**config.mk**
```make
export PLATFORM = sky130hd
export DESIGN_NAME = ptc_mul
export DESIGN_NICKNAME = d
export VERILOG_FILES = /design/src/rtl/ptc_pkg.sv /design/src/rtl/ptc_mul.sv
export SDC_FILE = /design/constraint.sdc
export NUM_CORES = 2
export LEC_CHECK = 0
export BUFFER_PORTS_ARGS = -buffer_cell sky130_fd_sc_hd__clkbuf_2
export CAP_MARGIN = 20
export CORE_UTILIZATION = 59
export DETAILED_ROUTE_END_ITERATION = 16
export HOLD_SLACK_MARGIN = 0.02
export PLACE_DENSITY = 0.84
export SLEW_MARGIN = 20
export SYNTH_ARGS = -nofsm -noshare
export SYNTH_HDL_FRONTEND = slang
export SYNTH_SLANG_ARGS = --single-unit
```
**constraint.sdc**
```tcl
create_clock -name aclk -period 8.4 [get_ports aclk]
set_clock_uncertainty 0.1 [all_clocks]
set_input_delay 2.52 -clock aclk [delete_from_list [all_inputs] [get_ports aclk]]
set_output_delay 2.52 -clock aclk [all_outputs]
set_load 0.02 [all_outputs]
```
**src/rtl/ptc_pkg.sv**
```systemverilog
// ----------------------------------------------------------------------------
// ptc_pkg
// Types, widths and op codes shared by the compensation block.
// ----------------------------------------------------------------------------
package ptc_pkg;

    localparam int CFG_W   = 48;
    localparam int IDX_W   = 2;
    localparam int WORD_W  = 64;
    localparam int READ_W  = 33;

    localparam logic [IDX_W-1:0] REG_TEMP   = 2'd0;
    localparam logic [IDX_W-1:0] REG_PFIRST = 2'd1;
    localparam logic [IDX_W-1:0] REG_PMID   = 2'd2;
    localparam logic [IDX_W-1:0] REG_PLAST  = 2'd3;

    localparam logic CMD_TEMP  = 1'b0;
    localparam logic CMD_PRESS = 1'b1;

    typedef struct packed {
        logic       command;
        logic [7:0] msb_byte;
        logic [7:0] lsb_byte;
        logic [7:0] xlsb_byte;
    } in_beat_t;

    typedef struct packed {
        logic signed [READ_W-1:0] reading;
        logic                     divide_guard;
    } out_beat_t;

    typedef struct packed {
        logic start;
        logic busy;
        logic done;
    } div_ctrl_t;

endpackage

```
**src/rtl/ptc_mul.sv**
```systemverilog
// ----------------------------------------------------------------------------
// ptc_mul
// Shared 64x64 wrapping multiplier built from 32x32 partial products.
// ----------------------------------------------------------------------------
module ptc_mul (
    input  logic                         aclk,
    input  logic                         aresetn,
    input  logic                         start,
    input  logic [ptc_pkg::WORD_W-1:0]   a,
    input  logic [ptc_pkg::WORD_W-1:0]   b,
    output logic                         done,
    output logic [ptc_pkg::WORD_W-1:0]   product
);
    localparam int W = ptc_pkg::WORD_W;
    localparam int H = W / 2;

    logic [W-1:0] a_reg, b_reg, acc_reg, acc_next, pp_reg;
    logic [1:0]   ph_reg, ph_next;
    logic         busy_reg, busy_next, done_reg, done_next;
    logic [H-1:0] op_x, op_y;

    always_comb begin
        case (ph_reg)
            2'd0: begin op_x = a_reg[H-1:0]; op_y = b_reg[H-1:0]; end
            2'd1: begin op_x = a_reg[W-1:H]; op_y = b_reg[H-1:0]; end
            2'd2: begin op_x = a_reg[H-1:0]; op_y = b_reg[W-1:H]; end
            default: begin op_x = '0; op_y = '0; end
        endcase
    end

    always_comb begin
        acc_next = acc_reg; ph_next = ph_reg; busy_next = busy_reg; done_next = 1'b0;
        if (start) begin
            acc_next = '0; ph_next = 2'd0; busy_next = 1'b1;
        end else if (busy_reg) begin
            ph_next = ph_reg + 2'd1;
            case (ph_reg)
                2'd1: acc_next = acc_reg + pp_reg;
                2'd2: acc_next = acc_reg + {pp_reg[H-1:0], {H{1'b0}}};
                2'd3: begin
                    acc_next  = acc_reg + {pp_reg[H-1:0], {H{1'b0}}};
                    busy_next = 1'b0;
                    done_next = 1'b1;
                end
                default: acc_next = acc_reg;
            endcase
        end
    end

    always_ff @(posedge aclk) begin
        if (!aresetn) begin
            busy_reg <= 1'b0; done_reg <= 1'b0; ph_reg <= '0;
        end else begin
            busy_reg <= busy_next; done_reg <= done_next; ph_reg <= ph_next;
        end
        if (start) begin
            a_reg <= a; b_reg <= b;
        end
        pp_reg  <= W'(op_x) * W'(op_y);
        acc_reg <= acc_next;
    end

    assign done    = done_reg;
    assign product = acc_reg;
endmodule

```
==> impl_metrics.env <==
export IMPL_clock_latency_ns=0.61
export IMPL_dieArea_sq_um=79000
export IMPL_layout_commonest_cell="fa_1"
export IMPL_hold_buffers=0
export IMPL_worst_slack_ns=0.0803
export IMPL_grt_ovfl_total=0
export IMPL_finalInstanceArea_sq_um=53200
export IMPL_crit_fanout=8
export IMPL_status="complete, no violations"
export IMPL_cts_tree="built"
export IMPL_min_to="product[25]$_SDFFE_PP0P_"
export IMPL_grt_max_degree=88
export IMPL_critical_path_top_delay_family="adder cells"
export IMPL_critPathSlowestCell="fa_1"
export IMPL_crit_top_cell="fa_1"
export IMPL_cp_end_kind="register"
export IMPL_syn_nets=6495
export IMPL_synth_area_leaders="fa_1, ha_1, edfxtp_1, inv_1, nor2_1"
export IMPL_synth_edf_count=128
export IMPL_setup_viol=0
export IMPL_yosys_area_top_type="fa_1"
export IMPL_totalWireLength_um=160000
export IMPL_syn_area_per_cell_sq_um=9.01
export IMPL_placed_area_sq_um=51500
export IMPL_rr_worst_depth=29
export IMPL_grtUsageTotal_pct=40.6
export IMPL_rsz0062_at_grt="yes"
export IMPL_syn_area_sq_um=46000
export IMPL_min_period_ns=8.32
export IMPL_worst_pin_slew_ns=1.05
export IMPL_ant_nets=0
export IMPL_htreeDepth=1
export IMPL_yosysSeqAreaShare_pct=14.1
export IMPL_area_delta_synth_final_pct=15.7
export IMPL_r2r_start="ph_reg[1]$_SDFFE_PP0P_"
export IMPL_yosysWarnings=0
export IMPL_fmax_mhz=120
export IMPL_hp_start="product[25]$_SDFFE_PP0P_"
export IMPL_cts_buffers=29
export IMPL_cp_arrival_ns=8.75
export IMPL_ys_types=89
export IMPL_ys_async_sr_fraction_pct=0
export IMPL_wl_per_cell_um=24.3
export IMPL_drc=0
export IMPL_crit_buf_inv=6
export IMPL_relSlewSlack_pct=30.0
export IMPL_period_share_pct=99.0
export IMPL_drtIter0Drc=3599
export IMPL_min_delay_path_class="reg2reg"
export IMPL_slew_viol_final=0
export IMPL_grt_pass1_vias=40173
export IMPL_vias=39092
export IMPL_drive_above_1_share_pct=15.7
export IMPL_syn_instance_count=5104
export IMPL_die_y_um=281
export IMPL_gp_congestion=1.04
export IMPL_finalHoldViolCount=0
export IMPL_cts_buffer_depth=3
export IMPL_core_sq_um=76500
export IMPL_r2r_end="pp_reg[57]$_DFF_P_"
export IMPL_cap_violations=0
export IMPL_nets=6914
export IMPL_worstPathRequired_ns=8.83
export IMPL_via_per_inst=5.94
export IMPL_holdPathStages=2
export IMPL_fp_row_count=101
export IMPL_cts_sinks=260
export IMPL_start_util_pct=60.1
export IMPL_layout_common_cells="fa_1, inv_1, nor2_1"
export IMPL_grt_pass1_wl_um=235000
export IMPL_cts_reportedPaths_clkPinSlew_ns=0.06
export IMPL_slowest_delay_ns=0.60
export IMPL_ioPinCount=196
export IMPL_io_buffers=195
export IMPL_crit_type="reg2reg"
export IMPL_ys_seq_elements=260
export IMPL_antenna_found_initial=5
export IMPL_ys_flop_type="dfxtp_1"
export IMPL_rrSetupSlack_ns=0.08
export IMPL_start_kind="register"
export IMPL_hpwl_um=133000
export IMPL_place_ws_ns=-0.188
export IMPL_first_pass_iters=6
export IMPL_yosys_area_top_type_share_pct=39.1
export IMPL_cts_root_buf="clkbuf_16"
export IMPL_die_w_um=281
## kinds of logic (layout without fill, tap and decap cells)
family / count (synthesis) / count (layout) / synth area share, %
AND/OR/NAND/NOR: 1549 / 1549 / 13.9
adder cells (fa/ha/maj): 1260 / 1260 / 49.0
flip-flops: 260 / 260 / 14.1
XOR/XNOR: 139 / 139 / 2.65
buffers and inverters: 1159 / 1600 / 9.66
other: 0 / 3 / 0
multiplexers: 6 / 6 / 0.133
AO/OA/AOI/OAI: 731 / 731 / 10.6
## worst reg2reg max path, delay by kind of cell, from the launching register on
| family | cells | cell delay (ns) |
|---|---|---|
| fa+ha+maj | 10 | 4.38 |
| compound gates | 6 | 1.75 |
| simple gates | 6 | 0.85 |
| buf+inv | 6 | 0.71 |
| flops | 1 | 0.34 |
| xor+xnor | 1 | 0.15 |
## what timing repair did
| item | in CTS | in global routing |
|---|---|---|
| pin swaps | 0 | 24 |
| resized for setup | 13 | 79 |
| hold endpoints to repair | 0 | 0 |
| endpoints found under the setup margin | 13 | 20 |
| cloned | 0 | 8 |
| setup buffers | 1 | 19 |
## layout make-up
type | count | area [sq um]
Multi-Input combinational cell | 3685 | 35500
Fill cell | 5761 | 23300
Sequential cell | 260 | 6490
Timing Repair Buffer | 670 | 5630
Inverter | 877 | 3290
Tap cell | 1030 | 1290
Clock buffer | 37 | 786
Clock inverter | 16 | 211
Antenna cell | 3 | 7.51
## stage by stage
| step | hold WS, ns | cells | utilization (%) | TNS, ns |
|---|---|---|---|---|
| finish | 0.417 | 6578 | 69.6 | 0 |
| global route | 0.459 | 6577 | 69.6 | -0.549 |
| CTS | 0.430 | 6548 | 68.7 | -0.0301 |
| detailed placement | 0.421 | 6494 | 67.3 | -0.876 |
| global placement | 0.408 | 6494 | 67.3 | -1.15 |
| floorplan | 0.402 | 5104 | - | -0.0588 |
## synthesized netlist by cell type (5+ instances only)
master	count
a211oi_1	29
a21boi_0	5
a21o_1	96
a21oi_1	191
a221oi_1	5
a22o_1	31
a22oi_1	96
a31oi_1	23
and2_1	6
and3_1	16
and4_1	6
buf_1	7
buf_4	5
clkbuf_1	261
clkbuf_8	5
dfxtp_1	132
edfxtp_1	128
fa_1	898
ha_1	362
inv_1	877
mux2i_1	5
nand2_1	540
nand2b_1	15
nand3_1	38
nand4_1	42
nor2_1	779
nor2b_1	10
nor3_1	27
nor4_1	5
o2111ai_1	5
o211ai_1	11
o21a_1	20
o21ai_0	112
o21bai_1	24
o22ai_1	6
o31a_1	6
o31ai_1	15
or2_0	5
or2_2	33
or3_1	7
xnor2_1	84
xor2_1	55
## worst max path at each step
stage | from | endpoint | slack [ns] | cells past startpoint
finish | ph_reg[1]$_SDFFE_PP0P_ | pp_reg[57]$_DFF_P_ | 0.08 | 29
floorplan | ph_reg[0]$_SDFFE_PP0P_ | pp_reg[63]$_DFF_P_ | -0.03 | 34
CTS | ph_reg[1]$_SDFFE_PP0P_ | pp_reg[63]$_DFF_P_ | -0.02 | 29
detailed placement | ph_reg[1]$_SDFFE_PP0P_ | pp_reg[63]$_DFF_P_ | -0.19 | 30
global placement | ph_reg[1]$_SDFFE_PP0P_ | pp_reg[63]$_DFF_P_ | -0.21 | 28
global route | ph_reg[0]$_SDFFE_PP0P_ | pp_reg[63]$_DFF_P_ | -0.11 | 32
## layer usage
metal | global-route usage (%) | share of wire [%]
met3 | 11.7 | 12
met5 | 0.750 | 0.072
met4 | 25.9 | 8.2
met1 | 49.3 | 35
met2 | 63.5 | 45
Power is not shown: default switching activity piles up to over one toggle a cycle in this logic, so the estimate is an artifact.
