## config.mk

```make
export PLATFORM = sky130hd
export DESIGN_NAME = ptc_divider
export DESIGN_NICKNAME = d
export VERILOG_FILES = /design/src/rtl/ptc_pkg.sv /design/src/rtl/ptc_divider.sv
export SDC_FILE = /design/constraint.sdc
export NUM_CORES = 1
export LEC_CHECK = 0
export BUFFER_PORTS_ARGS = -buffer_cell sky130_fd_sc_hd__clkbuf_2
export CAP_MARGIN = 20
export CORE_MARGIN = 10
export CORE_UTILIZATION = 61
export CTS_BUF_LIST = sky130_fd_sc_hd__clkbuf_8
export CTS_CLUSTER_DIAMETER = 100
export DETAILED_ROUTE_END_ITERATION = 10
export GPL_TIMING_DRIVEN = 0
export PLACE_DENSITY = 0.9
export SYNTH_ARGS = -nofsm -noshare
export SYNTH_HDL_FRONTEND = slang
export SYNTH_SLANG_ARGS = --single-unit
```

## constraint.sdc

```tcl
create_clock -name aclk -period 5.7 [get_ports aclk]
set_clock_uncertainty 0.15 [all_clocks]
set_input_delay 0.855 -clock aclk [delete_from_list [all_inputs] [get_ports aclk]]
set_output_delay 0.855 -clock aclk [all_outputs]
set_load 0.05 [all_outputs]
```

## src/rtl/ptc_pkg.sv

```systemverilog
// ----------------------------------------------------------------------------
// ptc_pkg
// Types, widths and op codes shared by the compensation block.
// ----------------------------------------------------------------------------
package ptc_pkg;

    localparam int CFG_W   = 48;
    localparam int IDX_W   = 2;
    localparam int WORD_W  = 64;
    localparam int READ_W  = 33;

    localparam logic [IDX_W-1:0] REG_TEMP   = 2'd0;
    localparam logic [IDX_W-1:0] REG_PFIRST = 2'd1;
    localparam logic [IDX_W-1:0] REG_PMID   = 2'd2;
    localparam logic [IDX_W-1:0] REG_PLAST  = 2'd3;

    localparam logic CMD_TEMP  = 1'b0;
    localparam logic CMD_PRESS = 1'b1;

    typedef struct packed {
        logic       command;
        logic [7:0] msb_byte;
        logic [7:0] lsb_byte;
        logic [7:0] xlsb_byte;
    } in_beat_t;

    typedef struct packed {
        logic signed [READ_W-1:0] reading;
        logic                     divide_guard;
    } out_beat_t;

    typedef struct packed {
        logic start;
        logic busy;
        logic done;
    } div_ctrl_t;

endpackage

```

## src/rtl/ptc_divider.sv

```systemverilog
// ----------------------------------------------------------------------------
// ptc_divider
// Signed 64-bit restoring divider, one quotient bit per cycle, truncating.
// ----------------------------------------------------------------------------
module ptc_divider (
    input  logic                         aclk,
    input  logic                         aresetn,
    input  logic                         start,
    input  logic [ptc_pkg::WORD_W-1:0]   dividend,
    input  logic [ptc_pkg::WORD_W-1:0]   divisor,
    output ptc_pkg::div_ctrl_t           ctrl,
    output logic [ptc_pkg::WORD_W-1:0]   quotient
);
    localparam int W = ptc_pkg::WORD_W;

    logic [W-1:0]   q_reg, q_next, d_reg, d_next;
    logic [W:0]     r_reg, r_next;
    logic [6:0]     cnt_reg, cnt_next;
    logic           neg_reg, neg_next, busy_reg, busy_next, done_reg, done_next;
    logic [W:0]     trial;
    logic [W:0]     diff;

    always_comb begin
        trial = {r_reg[W-1:0], q_reg[W-1]};
        diff  = trial - {1'b0, d_reg};
    end

    always_comb begin
        q_next = q_reg; d_next = d_reg; r_next = r_reg; cnt_next = cnt_reg;
        neg_next = neg_reg; busy_next = busy_reg; done_next = 1'b0;
        if (start) begin
            q_next    = dividend[W-1] ? (W'(0) - dividend) : dividend;
            d_next    = divisor[W-1] ? (W'(0) - divisor) : divisor;
            neg_next  = dividend[W-1] ^ divisor[W-1];
            r_next    = '0;
            cnt_next  = 7'(W);
            busy_next = 1'b1;
        end else if (busy_reg) begin
            if (!diff[W]) begin
                r_next = diff;
                q_next = {q_reg[W-2:0], 1'b1};
            end else begin
                r_next = trial;
                q_next = {q_reg[W-2:0], 1'b0};
            end
            cnt_next = cnt_reg - 7'd1;
            if (cnt_reg == 7'd1) begin
                busy_next = 1'b0;
                done_next = 1'b1;
            end
        end
    end

    always_ff @(posedge aclk) begin
        if (!aresetn) begin
            busy_reg <= 1'b0;
            done_reg <= 1'b0;
            cnt_reg  <= '0;
        end else begin
            busy_reg <= busy_next;
            done_reg <= done_next;
            cnt_reg  <= cnt_next;
        end
        q_reg   <= q_next;
        d_reg   <= d_next;
        r_reg   <= r_next;
        neg_reg <= neg_next;
    end

    assign ctrl.start = start;
    assign ctrl.busy  = busy_reg;
    assign ctrl.done  = done_reg;
    assign quotient   = neg_reg ? (W'(0) - q_reg) : q_reg;
endmodule

```

==> metrics.cfg, run 1 <==
[cells_and_area]
final_cell_mix = 183 x nor2_1, 183 x clkbuf_2, 157 x xnor2_1
finalCoreUtilization = 0.721
fillers = 1985
fin_nets = 2305
antenna_cells = 0
drive_above_1_share = 0.145
areaGrowthSynthToFinish_pct = 15.5

[drt]
drc = 0
post_drt_via_cell_ratio = 6.40
ant_nets = 0
drt_iter0_drc = 1854
via_count = 15700
drtPass1Iterations = 6
wl_um = 50900
avgRoutedWirePerCell_um = 20.7

[sta]
finalCritPeriodShare = 0.994
finalCriticalPeriod_ns = 5.66
fmax_mhz = 177
setup_tns_ns = 0
worst_pin_slew_ns = 0.962
rsz0062_at_grt = true
whs_ns = 0.353
setup_violations = 0
setup_ws_ns = 0.0363
slew_violations = 0
relSlewSlack = 0.359
hold_violations = 0

[clocking]
cts_sinks = 202
clk_latency_ns = 0.55
ctsRootBufferMaster = clkbuf_8
postCtsHoldBufs = 0
cts_buffers = 36
cts.htree.levels = 2
clk_pin_slew_worst_paths_ns = 0.07
cts_tree = built
cts_buffer_depth = 3

[power]
peakVddDrop_mv = 0.263
cellPowerDensity_nw_per_um2 = 290
fin_total_pwr_uw = 5320
leakagePower_uw = 0.00714

[setup_path]
rr_worst_depth = 13
r2r-start = q_reg[63]
crit_end = quotient[61]
critPathLaunchType = register
end_kind = primary output
crit_start = q_reg[28]
r2r-end = r_reg[54]
arrival_ns = 4.66
cp_max_fo = 6
crit_type = reg2out
required_ns = 4.70
r2r_slack_ns = 0.78

[run]
drv_cap = 0

[floorplanning]
start_util = 0.624
coreArea_um2 = 25400
chipWidth_um = 181
die_y_um = 181
die-area_um2 = 32800
rows = 58
io_pins = 198

[global_route]
antenna_found_initial = 0
grt_use_total = 0.290
grt_pass1_vias = 15100
grt_pass1_wl_um = 79000
grt_max_degree = 68
grt-ovfl-total = 0

[synth]
synth-seq-area-share = 0.337
synth-edff-count = 129
yosysUniqueCellTypes = 72
synthFlopType = edfxtp_1
synth.avg_cell_area_um2 = 8.52
synthArstFlopShare = 0
netlist_instances = 1860
synth_seq_cells = 202
syn_area_um2 = 15900
synth_nets = 2061
synth_warnings = 0

[hold_path]
hold_path_class = reg2reg

[status]
status = completed

[placement]
hpwl_um = 38500
io_buffer_count = 195
pre_cts_slack_ns = 0.328
place_congestion = 0.966

[worst min path at each step]
stage	start	to	slack (ns)	cells past startpoint
floorplan	cnt_reg[1]	cnt_reg[1]	0.32	2
global placement	cnt_reg[1]	cnt_reg[1]	0.33	2
detailed placement	cnt_reg[1]	cnt_reg[1]	0.35	2
CTS	cnt_reg[1]	cnt_reg[1]	0.35	2
global route	r_reg[8]	r_reg[8]	0.38	2
finish	cnt_reg[1]	cnt_reg[1]	0.35	2
[synth_stat cells (4+ instances only)]
| cell type | number | area (µm²) |
|---|---|---|
| a211oi_1 | 54 | 405 |
| a21boi_0 | 7 | 52.6 |
| a21o_1 | 30 | 225 |
| a21oi_1 | 146 | 731 |
| a2bb2oi_1 | 5 | 43.8 |
| a311oi_1 | 5 | 43.8 |
| a31oi_1 | 8 | 50.1 |
| and2_1 | 5 | 31.3 |
| and3_1 | 10 | 62.6 |
| buf_4 | 4 | 30.0 |
| clkbuf_1 | 92 | 345 |
| dfxtp_1 | 73 | 1460 |
| edfxtp_1 | 129 | 3870 |
| ha_1 | 69 | 863 |
| inv_1 | 93 | 349 |
| mux2_2 | 4 | 45.0 |
| mux2i_1 | 49 | 490 |
| nand2_1 | 133 | 499 |
| nand2b_1 | 13 | 81.3 |
| nand3_1 | 30 | 150 |
| nand4_1 | 30 | 188 |
| nand4b_1 | 7 | 61.3 |
| nor2_1 | 183 | 687 |
| nor2b_1 | 5 | 31.3 |
| nor3_1 | 35 | 175 |
| nor4_1 | 12 | 75.1 |
| o211ai_1 | 9 | 67.6 |
| o21a_1 | 9 | 67.6 |
| o21ai_0 | 121 | 606 |
| o21bai_1 | 10 | 75.1 |
| o221ai_1 | 4 | 35.0 |
| o31a_1 | 6 | 52.6 |
| o31ai_1 | 62 | 465 |
| o31ai_2 | 4 | 50.1 |
| o41ai_1 | 25 | 219 |
| or2_2 | 12 | 75.1 |
| or3_1 | 45 | 282 |
| or4_1 | 24 | 180 |
| xnor2_1 | 160 | 1400 |
| xor2_1 | 85 | 744 |
[repair_timing]
action | CTS | global route
setup endpoints to repair | 6 | 11
resized for setup | 15 | 33
buffers inserted | 6 | 4
pin swaps | 2 | 4
cloned | 0 | 0
[area by class of cell]
cell class                 count  area [µm²]  share of cell area
buffer                        99         394              0.0215
clock buffer                  40         551              0.0301
clock inverter                26         262              0.0143
inverter                      94         353              0.0193
multi-input combinational   1464        9860               0.539
sequential                   202        5340               0.292
tap                          330         413              0.0226
timing repair buffer         207        1130              0.0619
[power by group]
| part | switching, µW | leakage (µW) | total [µW] | internal, µW |
|---|---|---|---|---|
| clock network | 674 | 0.000432 | 1560 | 884 |
| registers | 117 | 0.00187 | 1850 | 1730 |
| logic | 1290 | 0.00485 | 1910 | 624 |
| total | 2080 | 0.00714 | 5320 | 3240 |
[through the flow]
step | cells | instance area [µm²]
after global routing | 2462 | 18300
final | 2462 | 18300
after CTS | 2458 | 18200
after floorplan | 1860 | 15900
after global placement | 2385 | 17200
after detailed placement | 2386 | 17300
[kinds of logic after synthesis]
family          after synthesis  share of synthesized area
simple gates                561                      0.172
xor+xnor                    245                      0.135
compound gates              535                      0.219
fa+ha+maj                    70                     0.0557
flops                       202                      0.337
buf+inv                     194                     0.0470
mux                          53                     0.0338
[layer usage]
metal / GRT usage / share of wire / up-vias
met5: 0 / 0 / -
met3: 0.0591 / 0.10 / 131
li1: - / - / 7328
met4: 0.101 / 0.033 / 0
met1: 0.366 / 0.40 / 7417
met2: 0.482 / 0.46 / 873
[critical path, cell delays in order, from the launching register on]
cell	delay, ns
edfxtp_1	0.47
or4_1	0.58
or3_1	0.35
or4_4	0.42
or2_4	0.28
or3_1	0.32
buf_6	0.14
or3_4	0.33
or4_4	0.54
o31ai_4	0.26
xnor2_1	0.16
buf_4	0.24
(Power assumes the default switching activity.)
==> inputs of run 2 (changes only) <==
Settings changed: CORE_UTILIZATION 61 to 50, CTS_BUF_LIST sky130_fd_sc_hd__clkbuf_8 to default, PLACE_DENSITY 0.9 to 0.77.
==> metrics.cfg, run 2 (same netlist as run 1, synthesis figures left out) <==
[drt]
wl_um = 50500  ; -0.86%
drt_iter0_drc = 1308  ; -29%
avgRoutedWirePerCell_um = 20.0  ; -3.1%
ant_nets = 0  ; unchanged
post_drt_via_cell_ratio = 6.04  ; -5.6%
drc = 0  ; unchanged
via_count = 15200  ; -3.4%
drtPass1Iterations = 6  ; unchanged

[floorplanning]
coreArea_um2 = 31400  ; +24%
io_pins = 198  ; unchanged
rows = 65  ; +12%
die-area_um2 = 39200  ; +19%
start_util = 0.505  ; -0.119
die_y_um = 198  ; +9.3%
chipWidth_um = 198  ; +9.3%

[sta]
setup_violations = 0  ; unchanged
hold_violations = 0  ; unchanged
setup_tns_ns = 0  ; unchanged
fmax_mhz = 177  ; +0.12%
relSlewSlack = 0.246  ; -0.113
worst_pin_slew_ns = 1.12  ; +0.159 ns
finalCriticalPeriod_ns = 5.66  ; -0.00689 ns
rsz0062_at_grt = true
slew_violations = 0  ; unchanged
finalCritPeriodShare = 0.992  ; -0.00121

[power]
p_clk_frac = 0.290  ; -0.003
cellPowerDensity_nw_per_um2 = 288  ; -1.0%
peakVddDrop_mv = 0.253  ; -3.8%
p_sw_uw = 2040  ; -1.7%
power_frac_seq = 0.349  ; about the same
leakagePower_uw = 0.00712  ; -0.37%
combinationalPowerShare = 0.361  ; +0.002
swShare = 0.386  ; -0.00459
p_int_uw = 3250  ; +0.25%
fin_total_pwr_uw = 5290  ; -0.50%

[cells_and_area]
drive_above_1_share = 0.138  ; -0.00734
design_area_um2 = 18400  ; +0.51%
fin_nets = 2298  ; -0.30%
multi_input_area_um2 = 9850  ; -0.16%
final_cells = 2519  ; +2.3%
fillers = 2856  ; +44%
areaGrowthSynthToFinish_pct = 16.1
seqCellArea_um2 = 5340  ; unchanged
finalCoreUtilization = 0.586  ; -0.135
final_cell_mix = 183 x nor2_1, 183 x clkbuf_2, 157 x xnor2_1

[global_route]
grt_pass1_wl_um = 78200  ; -0.93%
antenna_found_initial = 2  ; +2
grt_pass1_vias = 14700  ; -2.5%
grt-ovfl-total = 0  ; unchanged
grt_use_total = 0.247  ; -0.0428
grt_max_degree = 65  ; -4.4%

[clocking]
cts_tree = built
cts_buffers = 24  ; -33%
ctsRootBufferMaster = clkbuf_16
cts.htree.levels = 1  ; -1
cts_sinks = 202  ; unchanged
clk_latency_ns = 0.54  ; about the same
cts_buffer_depth = 3  ; unchanged
clk_pin_slew_worst_paths_ns = 0.06  ; about the same

[hold_path]
hold_path_class = reg2reg
min_from = cnt_reg[1]
whs_path_depth = 2  ; unchanged
min_to = cnt_reg[1]

[setup_path]
end_kind = primary output
cpPeakStageDelay_ns = 0.55  ; -0.03 ns
required_ns = 4.70  ; about the same
crit_slowest_cell = or4_4
rr_worst_depth = 13  ; unchanged
r2r-start = q_reg[63]
r2r_slack_ns = 0.82  ; +0.04 ns
crit_chain = or4_4 > or3_4 > or4_4 > or2_4 > or3_4 > buf_6 > or3_4 > or4_4 > o41ai_4 > xnor2_2 > buf_8
crit_type = reg2out
r2r-end = r_reg[54]
crit_family = simple AND/OR/NAND/NOR gates
arrival_ns = 4.65  ; about the same
cp_max_fo = 7  ; +1
path_buf_inv = 2  ; unchanged
critPathLaunchType = register

[placement]
place_congestion = 0.952  ; -1.4%
io_buffer_count = 195  ; unchanged
hpwl_um = 39100  ; +1.4%
dpl_cell_area_um2 = 17400  ; +0.52%
placedCellCount = 2458  ; +3.0%

[status]
status = completed

[run]
drv_cap = 0  ; unchanged

==> run 2: cell count changes in the layout (fill, tap and decap cells not counted), sizes merged <==
cell / change
clkinvlp: -1
diode: +2
clkinv: -4
bufinv: -4
inv: -5
clkbuf: -5
buf: +2
==> run 2: area by class of cell <==
cell class,count,share of cell area
flip-flops and latches,202,0.290
inverters,94,0.0192
clock buffers,32,0.0371
clock inverters,12,0.00483
multi-input cells,1464,0.535
plain buffers,99,0.0214
well taps,402,0.0273
diodes,2,0.000272
repair buffers,212,0.0646
==> run 2: worst max-delay path by stage <==
stage               cells past startpoint  startpoint           end
floorplan                              11   q_reg[21]  quotient[55]
global placement                        5       start     q_reg[47]
detailed placement                     12   q_reg[20]  quotient[61]
CTS                                    12   q_reg[20]  quotient[59]
global route                           11    q_reg[0]  quotient[55]
finish                                 11   q_reg[21]  quotient[55]
==> run 2: power groups by stage <==
stage	Clock, µW	Sequential, µW	Combinational, µW
after floorplan	0	1840	1350
after global placement	0	1870	1810
after detailed placement	0	1870	1830
after CTS	1550	1840	1870
after global routing	1600	1860	2060
final	1530	1850	1910
==> run 2: metrics by stage <==
stage | hold slack [ns] | worst slack, ns
floorplan | 0.319 | 0.637
global placement | 0.333 | 0.0850
detailed placement | 0.338 | 0.277
CTS | 0.346 | 0.00207
global route | 0.375 | -0.0400
finish | 0.343 | 0.0432
==> run 2: tightest hold or removal path, stage by stage, from the launching register on <==
cell and delay [ns]:
dfxtp_1 0.32, nor2_1 0.08, a211oi_1 0.05
==> run 2: routing by layer <==
metal / up-vias / share of wire / track usage
met2: 623 / 0.46 / 0.411
met5: - / 0 / 0
met1: 7199 / 0.42 / 0.320
met3: 78 / 0.093 / 0.0446
met4: 0 / 0.022 / 0.0715
li1: 7319 / - / -
==> run 2: timing repair <==
action | 4_1_cts | 5_1_grt
pin swaps | 1 | 3
endpoints found under the setup margin | 6 | 11
buffers inserted | 8 | 8
hold buffers | 0 | 0
resized for setup | 21 | 23
